==> config.mk <==
export PLATFORM = sky130hd
export DESIGN_NAME = ddn_ram
export DESIGN_NICKNAME = d
export VERILOG_FILES = /design/src/detection_decode_and_nms_macros.svh /design/src/ddn_ram.sv
export SDC_FILE = /design/constraint.sdc
export NUM_CORES = 1
export LEC_CHECK = 0
export BUFFER_PORTS_ARGS = -buffer_cell sky130_fd_sc_hd__buf_2
export CAP_MARGIN = 0
export CORE_UTILIZATION = 45
export DETAILED_ROUTE_END_ITERATION = 8
export PLACE_DENSITY = 0.69
export SYNTH_ARGS = -nofsm -noshare
export SYNTH_HDL_FRONTEND = slang
export SYNTH_SLANG_ARGS = --single-unit
==> constraint.sdc <==
create_clock -name clk_i -period 2.2 [get_ports clk_i]
set_clock_uncertainty 0.05 [all_clocks]
set_input_delay 0.44 -clock clk_i [delete_from_list [all_inputs] [get_ports clk_i]]
set_output_delay 0.44 -clock clk_i [all_outputs]
set_load 0.05 [all_outputs]
==> src/detection_decode_and_nms_macros.svh <==
// Assertion macros used by the detection decoder top level.
`ifndef DETECTION_DECODE_AND_NMS_MACROS_SVH
`define DETECTION_DECODE_AND_NMS_MACROS_SVH

// Same-cycle implication, checked outside reset.
`define DDN_ASSERT_IMPL(lbl, ante, cons, msg) \
  lbl: assert property (@(posedge clk_i) disable iff (!rst_ni) (ante) |-> (cons)) \
    else $error(msg);

// Next-cycle implication, checked outside reset.
`define DDN_ASSERT_NEXT(lbl, ante, cons, msg) \
  lbl: assert property (@(posedge clk_i) disable iff (!rst_ni) (ante) |=> (cons)) \
    else $error(msg);

`endif

==> src/ddn_ram.sv <==
// Generic simple dual-port RAM with registered read data.
`default_nettype none
module ddn_ram #(
  parameter int WIDTH = 8,
  parameter int DEPTH = 16
) (
  input  logic                     clk_i,
  input  logic                     we_i,
  input  logic [$clog2(DEPTH)-1:0] waddr_i,
  input  logic [WIDTH-1:0]         wdata_i,
  input  logic [$clog2(DEPTH)-1:0] raddr_i,
  output logic [WIDTH-1:0]         rdata_o
);
  logic [WIDTH-1:0] mem_q [DEPTH];

  always_ff @(posedge clk_i) begin
    if (we_i) begin
      mem_q[waddr_i] <= wdata_i;
    end
    rdata_o <= mem_q[raddr_i];
  end
endmodule
`default_nettype wire

======== Word-level counts from Yosys, hierarchy flattened ========
Memories as Yosys holds them, arrays and structs flattened. A register that Yosys moved wholly into a read port is not among the register bits.
Index checks and enable logic that the tools add are counted.
W data, S select, Z words.
storage, ports and cells
  output and inout port bits .............. 8
  bits of input ports ..................... 18
  memory bits (writable) .................. 128
  flip-flop bits (word level) ............. 0
  memories kept ........................... 1
  word-level logic and storage cells ...... 3
memory list
  name   words  bits a word  rd ports  clocked after Yosys merged registers in  write ports  line           text
  mem_q  16     8            1         1                                        1            ddn_ram.sv:14  logic [WIDTH-1:0] mem_q [DEPTH];
cells by class
  muxes and demuxes ....................... 2
operator list
  operator  number
  $mux W1   2

======== Depth between registers and ports, before layout ========
  depth after elaboration ................. 2
  mapped depth ............................ 5
  mapped depth without buffers ............ 3

======== Worst setup path before layout ========
No wires, ideal clock.
  path kind ............................... input-to-reg
  start point ............................. input port waddr_i[2]
  end point ............................... memory mem_q[0][0], enable pin
  path buffers ............................ 0
  setup time .............................. 0.383 ns
  cell stages on the path ................. 2
  data required time ...................... 1.767 ns
  arrival time ............................ 1.550 ns
  path slack .............................. 0.217 ns
  cell sequence ........................... or3b_2 > nor3_1
RTL lines
  item         line           text
  from (decl)  ddn_ram.sv:9   input logic [$clog2(DEPTH)-1:0] waddr_i,
  to (decl)    ddn_ram.sv:14
Straight into the memory's write port.

======== Final worst setup path ========
  start point ............................. register rdata_o[7], read port of mem_q
  end point ............................... output port rdata_o[7]
RTL lines
  item         line           text
  from (decl)  ddn_ram.sv:12  output logic [WIDTH-1:0] rdata_o
No word-level cell between the ends.

==> impl_metrics.toml <==
[outcome]
status = "complete, no violations"

[floorplanning]
start_util = 0.469
fp.dieH_microns = 109
placementRows = 38
chipWidth_microns = 109
dieArea_sq_mm = 0.0119
fp.coreArea_sq_mm = 0.0110
io_pins = 26

[placed_design]
port_buffers = 25
gp_congestion = 0.713
hpwl_microns = 5960

[timing]
fmax_mhz = 658
slew_violations = 0
rsz0062_at_grt = "false"
fin_crit_ns = 1.52
fin_setup_tns_ns = 0
relSlewSlack = 0.550
setup_viol = 0
period_share = 0.691
worst_slew_pin_slew_ns = 0.672
hold_violations = 0

[critical_path]
worstPathMaxFanout = 1
crit_path_max_incr_delay_ns = 0.35
cp-start-kind = "flip-flop"
path_cells = "buf_2"
cp_top_family = "flip-flops"
critPathBufInv = 1
crit_path_end_kind = "output port"
critPathRequiredTime_ns = 1.71
arrival_ns = 1.03
crit_path_top_delay_cell = "dfxtp_1"
worst-setup-path-type = "flip-flop to output port"

[hold_path]
hp-class = "primary input to flip-flop"

[yosys]
ys_seq_area_frac = 0.778
synth-edff-count = 128
synth_area_leaders = "edfxtp_1 (75%), mux4_2 (7.9%), mux4_1 (7.1%)"
ys_types = 19
synth.largest_area_cell = "edfxtp_1"
synth_ff_type = "edfxtp_1"
async_reset_ff_frac = 0
synth_top_area_share = 0.747
synth.most_common_cell = "edfxtp_1"
syn-mean-instance-area_sq_um = 22.5
syn_inst = 229
netlist_top_cells_count = "edfxtp_1 (128), mux4_2 (18), a22oi_1 (16), mux4_1 (14), nor2_1 (13)"
netlist_area_sq_mm = 0.00515
ys_warn_count = 0
yosys_register_bits = 136
syn-num-nets = 247

[cts]
cts_resized = 0
cts_tree = "built"
clk_pin_slew_ns = 0.05
clockBufferDepth = 2
cts_root_buffer = "clkbuf_16"
clock-sinks = 136
ctsHoldBuffers = 0
numCtsBuffers = 17
post_cts_buffers = 0
htreeDepth = 4
clkLatencyLatePin_ns = 0.40

[routing]
wl_microns = 9110
drt_iter0_markers = 238
viasPerCell = 5.42
drt-wirelength-per-cell_microns = 20.8
drt_first_pass_iters = 4
drc_errors = 0
antenna_left = 0
vias = 2369

[grt]
grt_overflow_total = 0
grt_start_max_net_pins = 24
grt_util_all_layers = 0.175
grt_pass1_vias = 2442
grt_pass1_wl_microns = 14100
antenna_found_initial = 0

[power]
seqPwrFrac = 0.494
ir_drop_mv = 0.616
p_sw_frac = 0.198
clkPwrFrac = 0.451
power.internal_w = 0.00473
p_sw_w = 0.00117
power_density_mw_per_mm2 = 965
p_leak_nw = 2.09
p_comb_frac = 0.054

[cells_and_area]
final_util = 0.556
drive_gt1_frac = 0.310
nNetsFinal = 302
num_antenna_cells = 0
area_delta_synth_final_pct = 18.7

[job]
maxCapViolations = 0
==> routing by layer <==
layer  up-vias  share of wire  track usage
met5         -              0            0
met1      1213           0.41        0.217
li1       1083              -            -
met3         8          0.060       0.0496
met2        65           0.52        0.292
met4         0          0.012       0.0666
==> metrics by stage <==
stage	total power, W	instance area (sq um)	hold WS [ns]	cells	worst slack, ns
after floorplan	0.00317	5150	0.489	229	0.217
after global placement	0.00328	5540	0.603	405	0.305
after detailed placement	0.00330	5540	0.614	405	0.269
after CTS	0.00594	6110	0.372	437	0.661
after global routing	0.00608	6110	0.377	437	0.629
final	0.00590	6110	0.377	437	0.680
==> state kept, by name (all words and copies together) (netlist names) <==
name,flops
rdata_o,8
mem_q,128
==> power groups by stage <==
stage	clock network [W]	logic [W]	registers, W
after global routing	0.00281	0.000350	0.00292
after floorplan	0	0.000147	0.00302
after global placement	0	0.000318	0.00297
after CTS	0.00269	0.000327	0.00292
after detailed placement	0	0.000326	0.00297
final	0.00266	0.000321	0.00292
==> final timing paths <==
kind	startpoint	to	slack, ns	depth (start not counted)
worst min-delay path	wdata_i[2]	mem_q[9][2]	0.38	1
worst max-delay path	rdata_o[7]	rdata_o[7]	0.68	1
worst min register to register	mem_q[15][2]	rdata_o[2]	0.62	3
worst max register to register	mem_q[1][2]	rdata_o[2]	0.78	3
==> cell families (layout without fill, tap and decap cells) <==
family	Yosys count	count (layout)	share of synthesized area
AOI/OAI and AO/OA	16	16	0.0233
muxes	32	32	0.150
buffers and inverters	10	78	0.0168
DFF	136	136	0.778
and+or+nand+nor	35	35	0.0318
==> cell usage in the layout (no fill, tap or decap) <==
master	count
edfxtp_1	128
buf_2	25
buf_4	19
mux4_2	18
clkbuf_16	17
a22oi_1	16
mux4_1	14
nor2_1	13
nand2_1	9
dfxtp_1	8
nor3_1	4
clkbuf_1	4
clkinv_2	4
nand3b_1	2
nand2b_1	2
bufinv_16	2
clkinvlp_4	2
clkbuf_8	2
buf_12	2
nor2b_1	1
and2_1	1
and2b_1	1
nand3_1	1
or3b_2	1
clkinv_1	1
==> final cells by class <==
class | instances | area [sq um]
Clock inverter | 9 | 98.8
Clock buffer | 23 | 468
Multi-Input combinational cell | 83 | 1060
Fill cell | 785 | 4870
Timing Repair Buffer | 46 | 308
Tap cell | 140 | 175
Sequential cell | 136 | 4000
(Power assumes the default switching activity.)
