File: src/detection_decode_and_nms_macros.svh
// Assertion macros used by the detection decoder top level.
`ifndef DETECTION_DECODE_AND_NMS_MACROS_SVH
`define DETECTION_DECODE_AND_NMS_MACROS_SVH

// Same-cycle implication, checked outside reset.
`define DDN_ASSERT_IMPL(lbl, ante, cons, msg) \
  lbl: assert property (@(posedge clk_i) disable iff (!rst_ni) (ante) |-> (cons)) \
    else $error(msg);

// Next-cycle implication, checked outside reset.
`define DDN_ASSERT_NEXT(lbl, ante, cons, msg) \
  lbl: assert property (@(posedge clk_i) disable iff (!rst_ni) (ante) |=> (cons)) \
    else $error(msg);

`endif

File: src/ddn_pkg.sv
// Package with constants, types and register codes of the detection decoder.
`default_nettype none
package ddn_pkg;

  localparam int MAX_CANDIDATES = 1024;
  localparam int CAND_AW        = $clog2(MAX_CANDIDATES);
  localparam int CNT_W          = CAND_AW + 1;
  localparam int MAX_CLASSES    = 128;
  localparam int MAX_KEPT       = 64;
  localparam int KEPT_AW        = (MAX_KEPT > 1) ? $clog2(MAX_KEPT) : 1;
  localparam int KEPT_CNT_W     = $clog2(MAX_KEPT + 1);
  localparam logic [12:0] ONE_Q12 = 13'd4096;

  typedef enum logic [2:0] {
    REG_CONF_THR    = 3'd0,
    REG_OVL_THR     = 3'd1,
    REG_CLASS_COUNT = 3'd2,
    REG_HAS_OBJ     = 3'd3,
    REG_MAX_DET     = 3'd4
  } reg_idx_e;

  typedef struct packed {
    logic [12:0] conf_thr;
    logic [12:0] ovl_thr;
    logic [7:0]  ncls;
    logic        has_obj;
    logic [6:0]  limit;
  } cfg_t;

  typedef struct packed {
    logic [6:0]         cls;
    logic [12:0]        conf;
    logic signed [23:0] left;
    logic signed [23:0] top;
    logic [22:0]        w;
    logic [22:0]        h;
  } cand_t;

  typedef struct packed {
    cand_t       c;
    logic [45:0] area;
  } kept_t;

  typedef struct packed {
    logic [CNT_W-1:0] cnt;
    logic             overflow;
    logic             busy;
  } dec_stat_t;

  typedef struct packed {
    logic               valid_res;
    logic [6:0]         class_id;
    logic [12:0]        confidence;
    logic signed [23:0] box_left;
    logic signed [23:0] box_top;
    logic [22:0]        box_width;
    logic [22:0]        box_height;
    logic               store_overflow;
    logic               last;
  } out_t;

endpackage
`default_nettype wire

File: src/ddn_decode.sv
// Attribute decoder: box capture, class argmax, confidence and candidate store writes.
`default_nettype none
module ddn_decode (
  input  logic                          clk_i,
  input  logic                          rst_ni,
  input  logic                          in_accept_i,
  input  logic signed [23:0]            value_i,
  input  logic                          eof_i,
  input  ddn_pkg::cfg_t                 cfg_i,
  input  logic                          frame_clear_i,
  output logic                          cand_we_o,
  output logic [ddn_pkg::CAND_AW-1:0]   cand_waddr_o,
  output ddn_pkg::cand_t                cand_wdata_o,
  output ddn_pkg::dec_stat_t            stat_o
);
  import ddn_pkg::*;

  logic [7:0]         idx_q;
  logic signed [23:0] fld_q [5];
  logic signed [23:0] fld_new [5];
  logic               best_valid_q, best_valid_new;
  logic [6:0]         best_cls_q, best_cls_new;
  logic signed [23:0] best_score_q, best_score_new;
  logic [7:0]         last_idx, cls_idx;
  logic               finish;

  logic               s1_v_q, s1_bv_q;
  logic signed [23:0] s1_x_q, s1_y_q, s1_w_q, s1_h_q, s1_obj_q, s1_score_q;
  logic [6:0]         s1_cls_q;

  logic               s2_v_q, s2_drop_q;
  logic signed [47:0] s2_prod_q;
  logic signed [23:0] s2_left_q, s2_top_q;
  logic [22:0]        s2_w_q, s2_h_q;
  logic [6:0]         s2_cls_q;

  logic [CNT_W-1:0]   cnt_q;
  logic               ovf_q;
  logic [33:0]        conf_raw;
  logic [12:0]        conf_sat;
  logic               keep, full;

  function automatic logic signed [23:0] corner(logic signed [23:0] c, logic signed [23:0] s);
    logic signed [24:0] d;
    d = {c[23], c} - {3'b000, s[22:1]};
    if (d > 25'sd8388607) begin
      return 24'sh7FFFFF;
    end else if (d < -25'sd8388608) begin
      return 24'sh800000;
    end else begin
      return d[23:0];
    end
  endfunction

  always_comb begin
    last_idx = 8'd3 + {7'd0, cfg_i.has_obj} + cfg_i.ncls;
    cls_idx  = idx_q - 8'd4 - {7'd0, cfg_i.has_obj};
    for (int k = 0; k < 5; k++) begin
      fld_new[k] = fld_q[k];
    end
    best_valid_new = best_valid_q;
    best_cls_new   = best_cls_q;
    best_score_new = best_score_q;
    if (idx_q < 8'd4) begin
      fld_new[idx_q[1:0]] = value_i;
    end else if (cfg_i.has_obj && idx_q == 8'd4) begin
      fld_new[4] = value_i;
    end else if (cls_idx < cfg_i.ncls && value_i > best_score_q) begin
      best_valid_new = 1'b1;
      best_cls_new   = cls_idx[6:0];
      best_score_new = value_i;
    end
    finish = idx_q >= last_idx;
  end

  always_ff @(posedge clk_i or negedge rst_ni) begin
    if (!rst_ni) begin
      idx_q        <= '0;
      best_valid_q <= 1'b0;
      best_cls_q   <= '0;
      best_score_q <= '0;
      for (int k = 0; k < 5; k++) begin
        fld_q[k] <= '0;
      end
      s1_v_q <= 1'b0;
      s2_v_q <= 1'b0;
    end else begin
      s1_v_q <= in_accept_i && finish;
      s2_v_q <= s1_v_q;
      if (in_accept_i) begin
        for (int k = 0; k < 5; k++) begin
          fld_q[k] <= fld_new[k];
        end
        if (finish || eof_i) begin
          idx_q        <= '0;
          best_valid_q <= 1'b0;
          best_cls_q   <= '0;
          best_score_q <= '0;
        end else begin
          idx_q        <= idx_q + 8'd1;
          best_valid_q <= best_valid_new;
          best_cls_q   <= best_cls_new;
          best_score_q <= best_score_new;
        end
      end
    end
  end

  always_ff @(posedge clk_i) begin
    if (in_accept_i && finish) begin
      s1_x_q     <= fld_new[0];
      s1_y_q     <= fld_new[1];
      s1_w_q     <= fld_new[2];
      s1_h_q     <= fld_new[3];
      s1_obj_q   <= cfg_i.has_obj ? fld_new[4] : 24'sd4096;
      s1_cls_q   <= best_cls_new;
      s1_score_q <= best_score_new;
      s1_bv_q    <= best_valid_new;
    end
    s2_prod_q <= s1_obj_q * s1_score_q;
    s2_drop_q <= (s1_w_q <= 24'sd0) || (s1_h_q <= 24'sd0) || !s1_bv_q;
    s2_left_q <= corner(s1_x_q, s1_w_q);
    s2_top_q  <= corner(s1_y_q, s1_h_q);
    s2_w_q    <= s1_w_q[22:0];
    s2_h_q    <= s1_h_q[22:0];
    s2_cls_q  <= s1_cls_q;
  end

  always_comb begin
    conf_raw = s2_prod_q[45:12];
    conf_sat = (conf_raw > 34'd4096) ? ONE_Q12 : conf_raw[12:0];
    keep     = s2_v_q && !s2_drop_q && !s2_prod_q[47] && (conf_sat >= cfg_i.conf_thr);
    full     = cnt_q >= CNT_W'(MAX_CANDIDATES);
  end

  always_ff @(posedge clk_i or negedge rst_ni) begin
    if (!rst_ni) begin
      cnt_q <= '0;
      ovf_q <= 1'b0;
    end else if (frame_clear_i) begin
      cnt_q <= '0;
      ovf_q <= 1'b0;
    end else if (keep) begin
      if (full) begin
        ovf_q <= 1'b1;
      end else begin
        cnt_q <= cnt_q + 1'b1;
      end
    end
  end

  assign cand_we_o         = keep && !full;
  assign cand_waddr_o      = cnt_q[CAND_AW-1:0];
  assign cand_wdata_o.cls  = s2_cls_q;
  assign cand_wdata_o.conf = conf_sat;
  assign cand_wdata_o.left = s2_left_q;
  assign cand_wdata_o.top  = s2_top_q;
  assign cand_wdata_o.w    = s2_w_q;
  assign cand_wdata_o.h    = s2_h_q;
  assign stat_o.cnt        = cnt_q;
  assign stat_o.overflow   = ovf_q;
  assign stat_o.busy       = s1_v_q || s2_v_q;
endmodule
`default_nettype wire

File: config.mk
export PLATFORM = sky130hd
export DESIGN_NAME = ddn_decode
export DESIGN_NICKNAME = d
export VERILOG_FILES = /design/src/detection_decode_and_nms_macros.svh /design/src/ddn_pkg.sv /design/src/ddn_decode.sv
export SDC_FILE = /design/constraint.sdc
export NUM_CORES = 2
export LEC_CHECK = 0
export BUFFER_PORTS_ARGS = -buffer_cell sky130_fd_sc_hd__buf_2
export CAP_MARGIN = 40
export CELL_PAD_IN_SITES_DETAIL_PLACEMENT = 1
export CELL_PAD_IN_SITES_GLOBAL_PLACEMENT = 1
export CORE_ASPECT_RATIO = 0.6
export CORE_UTILIZATION = 50
export DETAILED_ROUTE_END_ITERATION = 8
export PLACE_DENSITY = 0.9
export SLEW_MARGIN = 20
export SYNTH_ARGS = -nofsm -noshare
export SYNTH_HDL_FRONTEND = slang
export SYNTH_SLANG_ARGS = --single-unit
File: constraint.sdc
create_clock -name clk_i -period 13.9 [get_ports clk_i]
set_input_delay 1.39 -clock clk_i [delete_from_list [all_inputs] [get_ports clk_i]]
set_output_delay 1.39 -clock clk_i [all_outputs]
set_load 0.1 [all_outputs]
Word level (Yosys, flattened, before mapping):

Cells that the tools add are included.
Widths: inputs -> output; s select.

* logic and storage cells: 103
* output and inout bits: 138
* bits in registers: 476

* $add $sub $neg: 8
* $lt $le $gt $ge: 15
* $mul: 1
* reduce and logical (&&, ||, !) cells: 20
* bitwise gates (word level): 1
* equal/unequal tests: 2
* muxes and demuxes: 28

Operators with widths (number)
* $mux 24: 9
* $bwmux 120: 1
* $mux 96: 1
* $demux 24 s3: 1
* $gt 25x24->1 const B: 2
* $lt 25x24->1 const B: 2
* $sub 24x23->25: 2
* $le 24x1->1 const B: 2
* $mul 24x24->48: 1
* $gt 34x13->1 const B: 1
* $mux 11: 3
* $mux 7: 4
* $gt 24x24->1: 1
* $ge 13x13->1: 1
* $mux 13: 1
* $add 11x1->11 const B: 1
* $ge 11x11->1 const B: 1
* $add 3x8->8: 1
* $add 8x1->8 const B: 1
* $eq 8x3->1 const B: 1
* $ge 8x8->1: 1
* $logic_and 1x1->1: 8
* $lt 8x3->1 const B: 1
* $lt 8x8->1: 1
* 13 further kinds: 27

Logic depth before layout (Yosys ltp):

* depth in word-level cells: 8
* depth in mapped cells: 25
* gate-level depth less buffers: 24

Worst setup path before layout:

Ideal clock, no wire load.

* kind: in2reg
* start point: in cfg_i[7] (netlist bit)
* end point: reg s1_bv_q (enable)
* data arrival time: 6.613 ns
* required time: 13.369 ns
* cell stages on the path: 12
* buffers on the path: 1
* setup slack: 6.756 ns
* path through: inv_1 clkbuf_1 ha_1 ha_1 nor3_1 xnor2_1 ha_1 and3_1 a21oi_1 o21ai_0 o41a_1 and2_1

* longest elaborated chain between the ends: 4

Ends and longest elaborated chain
* from (decl): RTL line ddn_decode.sv:9 `input ddn_pkg::cfg_t cfg_i,`
* $add 2x1->3: RTL line ddn_decode.sv:56 `last_idx = 8'd3 + {7'd0, cfg_i.has_obj} + cfg_i.ncls;`
* $add 3x8->8: RTL line ddn_decode.sv:56
* $ge 8x8->1: RTL line ddn_decode.sv:73 `finish = idx_q >= last_idx;`
* $logic_and 1x1->1: RTL line ddn_decode.sv:110 `if (in_accept_i && finish) begin`
* to (signal assigned): RTL line ddn_decode.sv:118 `s1_bv_q <= best_valid_new;`
* to (decl): RTL line ddn_decode.sv:27 `logic s1_v_q, s1_bv_q;`

No other way between the ends.
A chain may end at the register's enable or synchronous reset.

Worst setup path after layout:

* start point: reg s1_obj_q[23]
* end point: reg s2_prod_q[47]

* longest elaborated chain between the ends: 1

Ends and longest elaborated chain
* from (decl): RTL line ddn_decode.sv:28 `logic signed [23:0] s1_x_q, s1_y_q, s1_w_q, s1_h_q, s1_obj_q, s1_score_q;`
* from (signal assigned): RTL line ddn_decode.sv:115 `s1_obj_q <= cfg_i.has_obj ? fld_new[4] : 24'sd4096;`
* $mul 24x24->48: RTL line ddn_decode.sv:120 `s2_prod_q <= s1_obj_q * s1_score_q;`
* to (signal assigned): RTL line ddn_decode.sv:120
* to (decl): RTL line ddn_decode.sv:32 `logic signed [47:0] s2_prod_q;`

No other way between the ends.

==> out/metrics.cfg <==
[pwr]
internal-power_mw=3.832
p_sw_frac=0.4436
p_leak_nw=21.45
power.sequential.fraction=0.276
power.total_mw=6.886
switching_power_mw=3.055
vdd_ir_drop_max_mv=0.1333
pwr_density_cell_mw_per_mm2=152.9
power_frac_comb=0.512
pwr-share-clk=0.212

[yosys]
synthesis.area_per_instance_um2=10.14
postSynthCellCount=4049
synth_seq_cells=463
async_flop_share=0.3758
yosysWarningCount=0
synth-edff-count=152
synth.yosys.seq_area_share=0.2839
syn_nets=4965
synth.cell_area_mm2=0.04108
yosysUniqueCellTypes=87
synth_ff_type=sky130_fd_sc_hd__dfrtp_1

[critical_path]
timing.critical_path.to_type=register
reg2reg_slack_ps=5170
rr_worst_depth=21
crit-reg2reg-capture=s2_prod_q[47]$_DFF_P_
criticalPathCategory=reg -> reg
type_of_origin_of_the_critical_path=register
crit_required_ps=14480
worstReg2RegStart=s1_obj_q[23]$_SDFFCE_PN0P_
critical_path.max_fanout=24
worstPathArrival_ps=9310

[grt]
groute.layer.met1.usage=0.4554
antenna_found_initial=18
via_count_of_the_first_global_routing_pass=37721
overflow=0
grt_first_pass_wirelength_um=234400
global_route.usage.total=0.3796
met2_usage=0.5966
grt-busiest-layer=met2
grt_max_degree=61
use_met3=0.1195

[hold_path]
min-delay-start=s1_cls_q[0]$_DFFE_PP_
min_to=s2_cls_q[0]$_DFF_P_
min_delay_path_depth=0
min_path_type=reg -> reg

[drt]
postRouteWirelength_um=161900
detail_route.vias_per_cell=6.366
drt.antenna.violating_nets=0
initialDrtViolationCount=4087
routed-via-count=33723
first_pass_drt_iterations=6
drt_drc_violations_left=0
wl_per_cell_um=30.57

[die]
die_w_um=372.0
die-height_um=224.0
die-area_mm2=0.08334
floorplan.io_pins=209
fp.coreArea_mm2=0.08038
initial_utilization=0.5111
placement_rows=80

[sta]
tightest_slew_ps=854.4
final-hold-violation-count=0
min_period_ps=8728
achievable-frequency_ghz=0.1146
report.final.slew_viol_count=0
period_utilization=0.6279
max-slew-margin-rel=0.4251
skew_final_ps=46.02
setup_tns_ps=0
grt_setup_unrepaired=false
total_of_endpoints_with_negative_setup_slack_in_the_final_report=0
layout_setup_ws_ps=5172

[place]
dp_hpwl_um=104200
io_buffers=188
gp_congestion=0.9128
dpl_cell_area_mm2=0.04329
placedCellCount=5190
dp_worst_setup_slack_ps=5335

[finish]
fin_cells=5297
most_common_cell_after_layout_fill_and_taps_aside=sky130_fd_sc_hd__inv_1
area.growth.synth_to_final_pct=9.665
multiInputGateArea_mm2=0.02594
sequential_standard_cell_area_mm2=0.01166
final_cell_mix=sky130_fd_sc_hd__inv_1, sky130_fd_sc_hd__fa_1, sky130_fd_sc_hd__nand2_1
number_of_nets_in_the_final_layout=5092
fillCellCount=8740
layout-drive-gt1-share=0.1146
finalInstanceArea_mm2=0.04505

[clocking]
post-cts-setup-buffers=0
cts_num_sinks=463
clock_latency_ps=680
clockBufferDepth=3
htree_levels=2
clk_pin_slew_ps=70
ctsHoldBuffers=0
cts-buffers-inserted=47
post_cts.resized_instances=0
tritoncts=yes
root_buffer=sky130_fd_sc_hd__clkbuf_16

[status]
run_status=completed

[flow_run]
maxCapViolCount=0

-- synth_stat cells (6+ instances only) --
| cell type | n | area, µm² |
|---|---|---|
| sky130_fd_sc_hd__o21a_1 | 17 | 127.6 |
| sky130_fd_sc_hd__a21o_1 | 40 | 300.3 |
| sky130_fd_sc_hd__a211oi_1 | 16 | 120.1 |
| sky130_fd_sc_hd__nor3_1 | 24 | 120.1 |
| sky130_fd_sc_hd__xnor2_1 | 56 | 490.5 |
| sky130_fd_sc_hd__or2_2 | 6 | 37.54 |
| sky130_fd_sc_hd__mux2_2 | 108 | 1216 |
| sky130_fd_sc_hd__mux2i_1 | 27 | 270.3 |
| sky130_fd_sc_hd__xor2_1 | 36 | 315.3 |
| sky130_fd_sc_hd__edfxtp_1 | 152 | 4564 |
| sky130_fd_sc_hd__o32ai_1 | 31 | 271.5 |
| sky130_fd_sc_hd__a31oi_1 | 8 | 50.05 |
| sky130_fd_sc_hd__buf_4 | 11 | 82.58 |
| sky130_fd_sc_hd__o21ai_0 | 143 | 715.7 |
| sky130_fd_sc_hd__nand2_1 | 559 | 2098 |
| sky130_fd_sc_hd__o211ai_1 | 12 | 90.09 |
| sky130_fd_sc_hd__dfxtp_1 | 137 | 2743 |
| sky130_fd_sc_hd__a21oi_1 | 101 | 505.5 |
| sky130_fd_sc_hd__nand3_1 | 30 | 150.1 |
| sky130_fd_sc_hd__and2_1 | 274 | 1714 |
| sky130_fd_sc_hd__nor2_1 | 96 | 360.4 |
| sky130_fd_sc_hd__nand4_1 | 20 | 125.1 |
| sky130_fd_sc_hd__nor2b_1 | 14 | 87.58 |
| sky130_fd_sc_hd__o31ai_1 | 9 | 67.56 |
| sky130_fd_sc_hd__buf_2 | 18 | 90.09 |
| sky130_fd_sc_hd__clkbuf_1 | 143 | 536.8 |
| sky130_fd_sc_hd__o21ai_2 | 10 | 87.58 |
| sky130_fd_sc_hd__nand2b_1 | 20 | 125.1 |
| sky130_fd_sc_hd__fa_1 | 609 | 12190 |
| sky130_fd_sc_hd__inv_1 | 724 | 2718 |
| sky130_fd_sc_hd__o21bai_1 | 16 | 120.1 |
| sky130_fd_sc_hd__nor4_1 | 25 | 156.4 |
| sky130_fd_sc_hd__o21ai_1 | 40 | 200.2 |
| sky130_fd_sc_hd__ha_1 | 236 | 2953 |
| sky130_fd_sc_hd__dfrtp_1 | 174 | 4354 |
| sky130_fd_sc_hd__and3_1 | 14 | 87.58 |
-- cell families after synthesis --
logic type	count (synthesis)	synth area share
muxes	135	0.03619
DFF	463	0.2839
and+or+nand+nor	1113	0.1296
adders and majority gates	845	0.3687
AOI/OAI and AO/OA	495	0.07712
xor gates and xnor gates	92	0.01962
buffers and inverters	906	0.08492
-- layer usage --
layer	routed length, µm	vias up
li1	-	13042
met1	56710	17059
met2	72750	2655
met3	19390	959
met4	13020	8
met5	55	-
-- per-stage QoR --
| step | util | hold slack, ps |
|---|---|---|
| detailed placement | 0.5386 | 330.2 |
| floorplan | - | 323.3 |
| finish | 0.5604 | 355.4 |
| global route | 0.5600 | 371.5 |
| global placement | 0.5348 | 326.4 |
| CTS | 0.5592 | 357.0 |
-- power groups by stage --
stage,Clock [mW],Sequential [mW],Combinational [mW]
after floorplan,0,1.86,2.26
after global placement,0,1.85,2.95
after detailed placement,0,1.89,3.23
after CTS,1.42,1.88,3.36
after global routing,1.49,1.91,3.78
final,1.46,1.90,3.52
-- worst max-delay path: stages, from the launching register on --
cell and delay [ps]:
sky130_fd_sc_hd__edfxtp_1 350, sky130_fd_sc_hd__buf_4 340, sky130_fd_sc_hd__nand2_1 200, sky130_fd_sc_hd__inv_1 190, sky130_fd_sc_hd__fa_1 620, sky130_fd_sc_hd__fa_1 850, sky130_fd_sc_hd__inv_1 340, sky130_fd_sc_hd__fa_1 630
sky130_fd_sc_hd__inv_1 530, sky130_fd_sc_hd__fa_1 590, sky130_fd_sc_hd__fa_1 600, sky130_fd_sc_hd__fa_1 430, sky130_fd_sc_hd__fa_1 440, sky130_fd_sc_hd__ha_1 400, sky130_fd_sc_hd__and3_1 260, sky130_fd_sc_hd__and3_1 300
sky130_fd_sc_hd__o211ai_1 160, sky130_fd_sc_hd__a31oi_1 200, sky130_fd_sc_hd__o21ai_0 330, sky130_fd_sc_hd__a211o_1 430, sky130_fd_sc_hd__mux2i_1 140, sky130_fd_sc_hd__nor4b_1 270
-- sequential cells by signal, summed over array words and instances, names as in the netlist --
register / flops
best_valid_q: 1
fld_q: 120
s2_w_q: 23
s1_v_q: 1
s1_cls_q: 7
s1_x_q: 24
s1_h_q: 24
s1_bv_q: 1
s2_v_q: 1
s2_h_q: 23
cnt_q: 11
s2_drop_q: 1
ovf_q: 1
s1_obj_q: 24
best_cls_q: 7
s1_w_q: 24
best_score_q: 24
s2_left_q: 24
s2_top_q: 24
s1_score_q: 24
s1_y_q: 24
idx_q: 8
s2_cls_q: 7
s2_prod_q: 35
-- final cells by class --
cell class / count / area share
Tap cell: 1066 / 0.02961
Sequential cell: 463 / 0.2589
Antenna cell: 16 / 0.0008888
Clock buffer: 65 / 0.03083
Inverter: 725 / 0.06041
Timing Repair Buffer: 259 / 0.03761
Multi-Input combinational cell: 2680 / 0.5758
Clock inverter: 23 / 0.005972
-- worst max-delay path by stage --
stage                                           from               endpoint  cells after the start
final                     s1_obj_q[23]$_SDFFCE_PN0P_  s2_prod_q[47]$_DFF_P_                     21
after global routing      s1_obj_q[23]$_SDFFCE_PN0P_  s2_prod_q[47]$_DFF_P_                     21
after CTS                    s1_score_q[1]$_DFFE_PP_  s2_prod_q[47]$_DFF_P_                     19
after detailed placement     s1_score_q[1]$_DFFE_PP_  s2_prod_q[47]$_DFF_P_                     19
after global placement       s1_score_q[1]$_DFFE_PP_  s2_prod_q[47]$_DFF_P_                     19
after floorplan                             cfg_i[7]      s1_bv_q$_DFFE_PP_                     12
Note: power is estimated with default switching activity, not from simulation.
